===== src/hdl/pprc_pkg.sv =====
`timescale 1ns / 1ps

package pprc_pkg;

  // Default sizing handed to the top level.
  localparam int PATHS_DEFAULT        = 8;
  localparam int BUFFER_DEPTH_DEFAULT = 65536;

  // Fixed field widths.
  localparam int PATH_IN_W = 4;
  localparam int RANK_W    = 16;
  localparam int SAMPLE_W  = 16;
  localparam int PAYLOAD_W = 32;
  localparam int BASE_W    = 16;
  localparam int COUNT_W   = 17;
  localparam int DEST_W    = 16;

  // Saturation value of a rank change count.
  localparam logic [COUNT_W-1:0] COUNT_MAX = {COUNT_W{1'b1}};

  // Depth of the queue between the front and back parts.
  localparam int QUEUE_DEPTH = 4;

  // Command codes on the cmd field.
  localparam logic CMD_LOAD    = 1'b0;
  localparam logic CMD_RESTAGE = 1'b1;

  // Classification made by the front part.
  localparam logic [1:0] KIND_SKIP = 2'd0;
  localparam logic [1:0] KIND_LOAD = 2'd1;
  localparam logic [1:0] KIND_ELEM = 2'd2;

  // One classified request as it travels through the queue.
  typedef struct packed {
    logic [1:0]           kind;
    logic [PATH_IN_W-1:0] path;
    logic [RANK_W-1:0]    rank;
    logic [SAMPLE_W-1:0]  sample_index;
    logic [PAYLOAD_W-1:0] payload;
    logic [BASE_W-1:0]    base_offset;
    logic [COUNT_W-1:0]   count_init;
    logic                 last_element;
  } pprc_entry_t;

  // Handshake between the queue head and the back part.
  typedef struct packed {
    logic        valid;
    pprc_entry_t entry;
  } pprc_head_t;

  // One result as delivered on the output ports.
  typedef struct packed {
    logic                 write_valid;
    logic [DEST_W-1:0]    dest_index;
    logic [SAMPLE_W-1:0]  sample_out;
    logic [RANK_W-1:0]    rank_out;
    logic [PAYLOAD_W-1:0] payload_out;
    logic [COUNT_W-1:0]   distinct_ranks;
    logic                 overflow;
    logic                 last_out;
  } pprc_result_t;

endpackage


===== src/hdl/pprc_ram.sv =====
`timescale 1ns / 1ps

module pprc_ram #(
  parameter int WIDTH = 8,
  parameter int DEPTH = 8
) (
  input  logic                     clk,
  input  logic                     we,
  input  logic [$clog2(DEPTH)-1:0] waddr,
  input  logic [WIDTH-1:0]         wdata,
  input  logic                     re,
  input  logic [$clog2(DEPTH)-1:0] raddr,
  output logic [WIDTH-1:0]         rdata
);

  logic [WIDTH-1:0] mem [DEPTH];

  // Single write port, registered read port that holds when not enabled.
  always_ff @(posedge clk) begin
    if (we) begin
      mem[waddr] <= wdata;
    end
    if (re) begin
      rdata <= mem[raddr];
    end
  end

endmodule


===== src/hdl/pprc_front.sv =====
`timescale 1ns / 1ps

module pprc_front #(
  parameter int PATHS = pprc_pkg::PATHS_DEFAULT
) (
  input  logic                                clk,
  input  logic                                rst,
  input  logic                                push,
  output logic                                full,
  input  logic                                cmd,
  input  logic [pprc_pkg::PATH_IN_W-1:0]      path,
  input  logic [pprc_pkg::RANK_W-1:0]         rank,
  input  logic [pprc_pkg::SAMPLE_W-1:0]       sample_index,
  input  logic [pprc_pkg::PAYLOAD_W-1:0]      payload,
  input  logic [pprc_pkg::BASE_W-1:0]         base_offset,
  input  logic [pprc_pkg::COUNT_W-1:0]        count_init,
  input  logic                                last_element,
  output pprc_pkg::pprc_head_t                head,
  input  logic                                head_pop
);

  localparam int PTR_W = $clog2(pprc_pkg::QUEUE_DEPTH);
  localparam int CNT_W = $clog2(pprc_pkg::QUEUE_DEPTH + 1);

  pprc_pkg::pprc_entry_t queue [pprc_pkg::QUEUE_DEPTH];
  pprc_pkg::pprc_entry_t incoming;
  logic [PTR_W-1:0]      wr_ptr;
  logic [PTR_W-1:0]      rd_ptr;
  logic [CNT_W-1:0]      fill;
  logic                  active;
  logic                  do_push;
  logic                  do_pop;

  // Classify the request: a load or an element on an active path, or nothing.
  always_comb begin
    active = (32'(path) < PATHS);
    incoming.path         = path;
    incoming.rank         = rank;
    incoming.sample_index = sample_index;
    incoming.payload      = payload;
    incoming.base_offset  = base_offset;
    incoming.count_init   = count_init;
    incoming.last_element = last_element;
    if (!active) begin
      incoming.kind = pprc_pkg::KIND_SKIP;
    end else if (cmd == pprc_pkg::CMD_LOAD) begin
      incoming.kind = pprc_pkg::KIND_LOAD;
    end else begin
      incoming.kind = pprc_pkg::KIND_ELEM;
    end
  end

  assign full    = (fill == CNT_W'(pprc_pkg::QUEUE_DEPTH));
  assign do_push = push && !full;
  assign do_pop  = head_pop && (fill != '0);

  assign head.valid = (fill != '0);
  assign head.entry = queue[rd_ptr];

  // Queue storage.
  always_ff @(posedge clk) begin
    if (do_push) begin
      queue[wr_ptr] <= incoming;
    end
  end

  // Queue pointers and fill level.
  always_ff @(posedge clk) begin
    if (rst) begin
      wr_ptr <= '0;
      rd_ptr <= '0;
      fill   <= '0;
    end else begin
      if (do_push) begin
        wr_ptr <= (wr_ptr == PTR_W'(pprc_pkg::QUEUE_DEPTH - 1)) ? '0 : wr_ptr + 1'b1;
      end
      if (do_pop) begin
        rd_ptr <= (rd_ptr == PTR_W'(pprc_pkg::QUEUE_DEPTH - 1)) ? '0 : rd_ptr + 1'b1;
      end
      case ({do_push, do_pop})
        2'b10:   fill <= fill + 1'b1;
        2'b01:   fill <= fill - 1'b1;
        default: fill <= fill;
      endcase
    end
  end

endmodule


===== src/hdl/pprc_back.sv =====
`timescale 1ns / 1ps

module pprc_back #(
  parameter int PATHS        = pprc_pkg::PATHS_DEFAULT,
  parameter int BUFFER_DEPTH = pprc_pkg::BUFFER_DEPTH_DEFAULT
) (
  input  logic                    clk,
  input  logic                    rst,
  input  pprc_pkg::pprc_head_t    head,
  output logic                    head_pop,
  output logic                    empty,
  input  logic                    pop,
  output pprc_pkg::pprc_result_t  result
);

  localparam int PATH_W  = $clog2(PATHS);
  localparam int OFF_RAW = $clog2(BUFFER_DEPTH + 1);
  localparam int OFF_W   = (OFF_RAW > pprc_pkg::BASE_W + 1) ? OFF_RAW : pprc_pkg::BASE_W + 1;
  localparam int STATE_W = OFF_W + pprc_pkg::RANK_W + pprc_pkg::COUNT_W;

  // Execute stage, path state storage and result register.
  logic                          b_valid;
  pprc_pkg::pprc_entry_t         b_entry;
  logic                          b_adv;
  logic                          b_load;
  logic [PATH_W-1:0]             b_idx;
  logic [PATHS-1:0]              path_valid;
  logic                          byp_valid;
  logic [PATH_W-1:0]             byp_idx;
  logic [STATE_W-1:0]            byp_data;
  logic [STATE_W-1:0]            ram_rdata;
  logic [STATE_W-1:0]            cur;
  logic [OFF_W-1:0]              cur_off;
  logic [pprc_pkg::RANK_W-1:0]   cur_rank;
  logic [pprc_pkg::COUNT_W-1:0]  cur_cnt;
  logic [pprc_pkg::COUNT_W-1:0]  cnt_new;
  logic [OFF_W-1:0]              off_new;
  logic                          ovf;
  logic                          st_we;
  logic [STATE_W-1:0]            st_wdata;
  pprc_pkg::pprc_result_t        res;
  logic                          out_valid;
  logic                          out_ready;

  assign out_ready = !out_valid || pop;
  assign b_adv     = b_valid && out_ready;
  assign b_load    = head.valid && (!b_valid || out_ready);
  assign head_pop  = b_load;
  assign b_idx     = PATH_W'(b_entry.path);
  assign empty     = !out_valid;

  pprc_ram #(
    .WIDTH (STATE_W),
    .DEPTH (PATHS)
  ) u_state (
    .clk   (clk),
    .we    (b_adv && st_we),
    .waddr (b_idx),
    .wdata (st_wdata),
    .re    (b_load),
    .raddr (PATH_W'(head.entry.path)),
    .rdata (ram_rdata)
  );

  // Current path state: the latest state write wins over the memory,
  // and a path never loaded or touched reads as zero.
  always_comb begin
    if (byp_valid && (byp_idx == b_idx)) begin
      cur = byp_data;
    end else if (path_valid[b_idx]) begin
      cur = ram_rdata;
    end else begin
      cur = '0;
    end
    cur_off  = cur[STATE_W-1 -: OFF_W];
    cur_rank = cur[pprc_pkg::COUNT_W +: pprc_pkg::RANK_W];
    cur_cnt  = cur[pprc_pkg::COUNT_W-1:0];
  end

  // Update the path state and form the result.
  always_comb begin
    ovf     = (cur_off >= OFF_W'(BUFFER_DEPTH));
    off_new = ovf ? cur_off : cur_off + 1'b1;
    if ((b_entry.rank != cur_rank) && (cur_cnt != pprc_pkg::COUNT_MAX)) begin
      cnt_new = cur_cnt + 1'b1;
    end else begin
      cnt_new = cur_cnt;
    end
    res          = '0;
    res.last_out = b_entry.last_element;
    st_we        = 1'b0;
    st_wdata     = cur;
    case (b_entry.kind)
      pprc_pkg::KIND_LOAD: begin
        st_we              = 1'b1;
        st_wdata           = {OFF_W'(b_entry.base_offset), b_entry.rank, b_entry.count_init};
        res.distinct_ranks = b_entry.count_init;
      end
      pprc_pkg::KIND_ELEM: begin
        st_we              = 1'b1;
        st_wdata           = {off_new, b_entry.rank, cnt_new};
        res.distinct_ranks = cnt_new;
        res.overflow       = ovf;
        if (!ovf) begin
          res.write_valid = 1'b1;
          res.dest_index  = cur_off[pprc_pkg::DEST_W-1:0];
          res.sample_out  = b_entry.sample_index;
          res.rank_out    = b_entry.rank;
          res.payload_out = b_entry.payload;
        end
      end
      default: begin
        st_we = 1'b0;
      end
    endcase
  end

  // Payload registers of the execute stage, bypass and result.
  always_ff @(posedge clk) begin
    if (b_load) begin
      b_entry <= head.entry;
    end
    if (b_adv && st_we) begin
      byp_idx  <= b_idx;
      byp_data <= st_wdata;
    end
    if (b_adv) begin
      result <= res;
    end
  end

  // Control state.
  always_ff @(posedge clk) begin
    if (rst) begin
      b_valid    <= 1'b0;
      out_valid  <= 1'b0;
      byp_valid  <= 1'b0;
      path_valid <= '0;
    end else begin
      if (b_load) begin
        b_valid <= 1'b1;
      end else if (b_adv) begin
        b_valid <= 1'b0;
      end
      if (b_adv) begin
        out_valid <= 1'b1;
      end else if (pop) begin
        out_valid <= 1'b0;
      end
      if (b_adv && st_we) begin
        byp_valid          <= 1'b1;
        path_valid[b_idx]  <= 1'b1;
      end
    end
  end

endmodule


===== src/hdl/path_partition_rank_count_unit.sv =====
`timescale 1ns / 1ps

// Channel  | Handshake          | Fields
// ---------+--------------------+-----------------------------------------------
// request  | push / full        | cmd path rank sample_index payload base_offset
//          |                    | count_init last_element
// result   | empty / pop        | write_valid dest_index sample_out rank_out
//          |                    | payload_out distinct_ranks overflow last_out
//
// One request is taken per cycle while the queue is not full, and one result is
// delivered per cycle while results are popped. A request passes from the queue
// into the execute stage and state memory read, then into the result register.
// Reset is synchronous; path state reads as zero after reset through per-path
// valid bits. A stalled result holds the back part; the queue keeps taking
// requests until it fills.

module path_partition_rank_count_unit #(
  parameter int PATHS        = pprc_pkg::PATHS_DEFAULT,
  parameter int BUFFER_DEPTH = pprc_pkg::BUFFER_DEPTH_DEFAULT
) (
  input  logic                           clk,
  input  logic                           rst,
  input  logic                           push,
  output logic                           full,
  input  logic                           cmd,
  input  logic [pprc_pkg::PATH_IN_W-1:0] path,
  input  logic [pprc_pkg::RANK_W-1:0]    rank,
  input  logic [pprc_pkg::SAMPLE_W-1:0]  sample_index,
  input  logic [pprc_pkg::PAYLOAD_W-1:0] payload,
  input  logic [pprc_pkg::BASE_W-1:0]    base_offset,
  input  logic [pprc_pkg::COUNT_W-1:0]   count_init,
  input  logic                           last_element,
  output logic                           empty,
  input  logic                           pop,
  output logic                           write_valid,
  output logic [pprc_pkg::DEST_W-1:0]    dest_index,
  output logic [pprc_pkg::SAMPLE_W-1:0]  sample_out,
  output logic [pprc_pkg::RANK_W-1:0]    rank_out,
  output logic [pprc_pkg::PAYLOAD_W-1:0] payload_out,
  output logic [pprc_pkg::COUNT_W-1:0]   distinct_ranks,
  output logic                           overflow,
  output logic                           last_out
);

  pprc_pkg::pprc_head_t   head;
  logic                   head_pop;
  pprc_pkg::pprc_result_t result;

  // Front part: classify requests and queue them.
  pprc_front #(
    .PATHS (PATHS)
  ) u_front (
    .clk          (clk),
    .rst          (rst),
    .push         (push),
    .full         (full),
    .cmd          (cmd),
    .path         (path),
    .rank         (rank),
    .sample_index (sample_index),
    .payload      (payload),
    .base_offset  (base_offset),
    .count_init   (count_init),
    .last_element (last_element),
    .head         (head),
    .head_pop     (head_pop)
  );

  // Back part: per-path state update and result register.
  pprc_back #(
    .PATHS        (PATHS),
    .BUFFER_DEPTH (BUFFER_DEPTH)
  ) u_back (
    .clk      (clk),
    .rst      (rst),
    .head     (head),
    .head_pop (head_pop),
    .empty    (empty),
    .pop      (pop),
    .result   (result)
  );

  assign write_valid    = result.write_valid;
  assign dest_index     = result.dest_index;
  assign sample_out     = result.sample_out;
  assign rank_out       = result.rank_out;
  assign payload_out    = result.payload_out;
  assign distinct_ranks = result.distinct_ranks;
  assign overflow       = result.overflow;
  assign last_out       = result.last_out;

endmodule

===== config.mk =====
export PLATFORM = sky130hd
export DESIGN_NAME = path_partition_rank_count_unit
export DESIGN_NICKNAME = d
export VERILOG_FILES = /design/src/hdl/pprc_pkg.sv /design/src/hdl/pprc_ram.sv /design/src/hdl/pprc_front.sv /design/src/hdl/pprc_back.sv /design/src/hdl/path_partition_rank_count_unit.sv
export SDC_FILE = /design/constraint.sdc
export NUM_CORES = 1
export LEC_CHECK = 0
export BUFFER_PORTS_ARGS = -buffer_cell sky130_fd_sc_hd__buf_4
export CAP_MARGIN = 20
export CELL_PAD_IN_SITES_DETAIL_PLACEMENT = 1
export CELL_PAD_IN_SITES_GLOBAL_PLACEMENT = 2
export CORE_ASPECT_RATIO = 1.4
export CORE_UTILIZATION = 43
export DETAILED_ROUTE_END_ITERATION = 7
export PLACE_DENSITY_LB_ADDON = 0.25
export SYNTH_ARGS = -nofsm -noshare
export SYNTH_HDL_FRONTEND = slang
export SYNTH_HIERARCHICAL = 1
export SYNTH_SLANG_ARGS = --single-unit

===== constraint.sdc =====
create_clock -name clk -period 13.7 [get_ports clk]
set_input_delay 0 -clock clk [delete_from_list [all_inputs] [get_ports clk]]
set_output_delay 0 -clock clk [all_outputs]
set_load 0.01 [all_outputs]

==> reports/results.tsv <==
stage	metric	value	unit
run_status	failing checks	design-rule violations	
critical_path	Worst setup startpoint	u_back/b_entry[98]$_DFFE_PP_	
timing	worst slew pin tran	1.127	ns
power_and_ir_drop	Leakage	17.76	nW
cells_and_area	# fillers	9067	
routing	DRT antenna net count	0	
clocking	number of H-tree levels	3	
floorplan	Rows	139	
timing	pins over their slew limit	0	
placed_design	post-DP HPWL	66.22	mm
critical_path	CP max stage delay	0.78	ns
clocking	CTS resizes	0	
critical_path	CP top delay family	compound AO/OA/AOI/OAI gates	
cells_and_area	Final Net Count	2714	
critical_path	WP buf/inv	1	
timing	Setup Skew	0.02719	ns
floorplan	core footprint	102400	sq um
routing	Post-route DRC	2	
synth	syn_area_per_cell	20.20	sq um
power_and_ir_drop	Seq pwr share	0.486	
placed_design	port bufs	208	
power_and_ir_drop	Internal	0.007521	W
timing	fin crit period	5.458	ns
timing	PnR worst setup slack	8.242	ns
routing	WL per Instance	27.32	um
clocking	clock sink count	1138	
synth	Syn. warnings	6	
timing	RSZ-0062 raised after global routing	false	
global_routing	first-pass GRT wire length	163.0	mm
critical_path	Setup CP Type	reg -> reg	
power_and_ir_drop	NetSw	0.003235	W
floorplan	I/O Pins	209	
global_routing	global route overflow	0	
floorplan	initial core utilization	0.4326	
timing	WHS	0.03439	ns
global_routing	GRT Util Overall	0.2137	
global_routing	initial antenna violation count	3	
clocking	TritonCTS clock tree	yes	
synth	Post-Syn Instances	2194	
placed_design	Post-DP Area	47410	sq um
global_routing	largest net degree at the start of global routing	112	
critical_path	Startpoint Class	flop	
floorplan	die outline width	273.3	um
clocking	worst skew pair latency	0.71	ns
power_and_ir_drop	maximum vdd drop	0.2282	mV
power_and_ir_drop	pwr dens	205.1	nW/um^2
placed_design	post-placement worst setup slack	8.184	ns
timing	crit share post-route	0.3984	
routing	via count	22486	
power_and_ir_drop	switch share	0.3008	
timing	Final Setup Violations	0	
placed_design	Final GP Congestion	0.8245	
critical_path	cell breakdown of the critical path	xor2_1 -> or4_1 -> buf_4 -> nor2_1 -> o21ai_1 -> or3_4 -> nor3b_1 -> ha_1 -> a21oi_1 -> o2111ai_2 -> nor4_1 -> mux2i_1 -> o211ai_1	
power_and_ir_drop	clock share of power	0.276	
clocking	CTS root buffer	clkbuf_16	
run_status	outcome	finished, violations left	
timing	Slew HR	0.2467	
timing	fmax	183.2	MHz
timing	Fin. Hold Viols	0	
floorplan	Chip Height	381.9	um
clocking	clk buf depth	3	
timing	setup_tns	0	ns
cells_and_area	Layout area overhead	18.33	%
cells_and_area	multi-input logic area	9671	sq um
critical_path	CP Data Required Time	14.12	ns
critical_path	Worst Path Max Fanout	29	
routing	vias per inst	5.588	
run	max capacitance violation total	0	
critical_path	Slowest cell on crit path	edfxtp_1	
cells_and_area	share of cells above drive strength 1	0.2286	
power_and_ir_drop	Gate power share	0.238	
global_routing	vias in the first global route	24595	
min_path	Hold WC Path Type	in -> reg	
routing	WL final	109.9	mm
clocking	clock slew at reported path FFs	0.07	ns
routing	DR iter-0 viols	1532	
clocking	Setup Fix Bufs, Post-CTS	0	
critical_path	CP arrival	5.88	ns
clocking	hold_buf cts	146	
cells_and_area	Register Area	33980	sq um
synth	Synth Net Count	2314	
critical_path	RR Startpoint	u_back/b_entry[98]$_DFFE_PP_	
synth	post-synth design cell area	44320	sq um
floorplan	Die Area	104400	sq um
clocking	Num CTS Buffers	105	
min_path	Hold Path Origin	rank[2]	
routing	Pre-Repair DR Iteration Count	8	
cells_and_area	Final Cell Area	52440	sq um
critical_path	Critical Path End Type	flop	
[area by class of cell]
cell class                 instances  area share
timing repair buffer             403     0.06585
inverter                          42    0.003006
sequential                      1138      0.6479
tap                             1339     0.03195
multi-input combinational        904      0.1844
antenna                            3   0.0001432
clock buffer                     117     0.05177
clock inverter                    78     0.01494
[power by group through the flow]
| stage | combinational, W | clock [W] | sequential, W |
|---|---|---|---|
| 2_1_floorplan | 0.00162 | 0 | 0.00525 |
| 3_3_place_gp | 0.00247 | 0 | 0.00527 |
| 4_1_cts | 0.00260 | 0.00304 | 0.00523 |
| 5_1_grt | 0.00275 | 0.00315 | 0.00528 |
| 6_report | 0.00256 | 0.00297 | 0.00522 |
| 3_5_place_dp | 0.00256 | 0 | 0.00529 |
[through the flow]
step / util / instances / total power [W]
after floorplan: - / 2194 / 0.006865
after global placement: 0.4626 / 3674 / 0.007742
after detailed placement: 0.4629 / 3677 / 0.007849
after CTS: 0.5113 / 4018 / 0.01087
after global routing: 0.5119 / 4023 / 0.01119
final: 0.5120 / 4024 / 0.01076
[cells in the final DEF, fill, tap and decap left out, types with 46 or more instances in the layout]
master         count
edfxtp_1        1118
buf_4            249
dlygate4sd3_1    146
nand2_1          119
clkbuf_16        107
mux4_2           103
mux4_1           100
nor2_1            72
and3_1            68
mux2_2            61
nand3_1           46
[registers in the layout, summed over array words and instances, names as in the netlist, named ones only]
signal / count
u_back/b_valid: 1
u_front/fill: 3
u_back/u_state/mem: 400
u_back/byp_data: 50
u_back/result: 100
u_back/out_valid: 1
u_back/byp_idx: 3
u_front/wr_ptr: 2
u_back/b_entry: 103
u_back/path_valid: 8
u_back/u_state/rdata: 50
u_front/queue: 412
u_back/byp_valid: 1
u_front/rd_ptr: 2
[metal layers]
metal  track usage  wire length (um)
met1        0.2610             43420
met2        0.3809             58110
met3       0.03962              5699
met4       0.06569              2691
met5             0                 0
[worst paths after layout]
| kind | end | slack (ns) | cells after the start |
|---|---|---|---|
| worst max-delay path | u_back/u_state/mem[1][15]$_DFFE_PP_ | 8.24 | 13 |
| worst max register to register | u_back/u_state/mem[1][15]$_DFFE_PP_ | 8.24 | 13 |
| worst min-delay path | u_front/queue[1][84]$_DFFE_PP_ | 0.03 | 2 |
| worst min register to register | u_back/result[0]$_DFFE_PP_ | 0.45 | 0 |
Power figures use the tool's default switching activity.
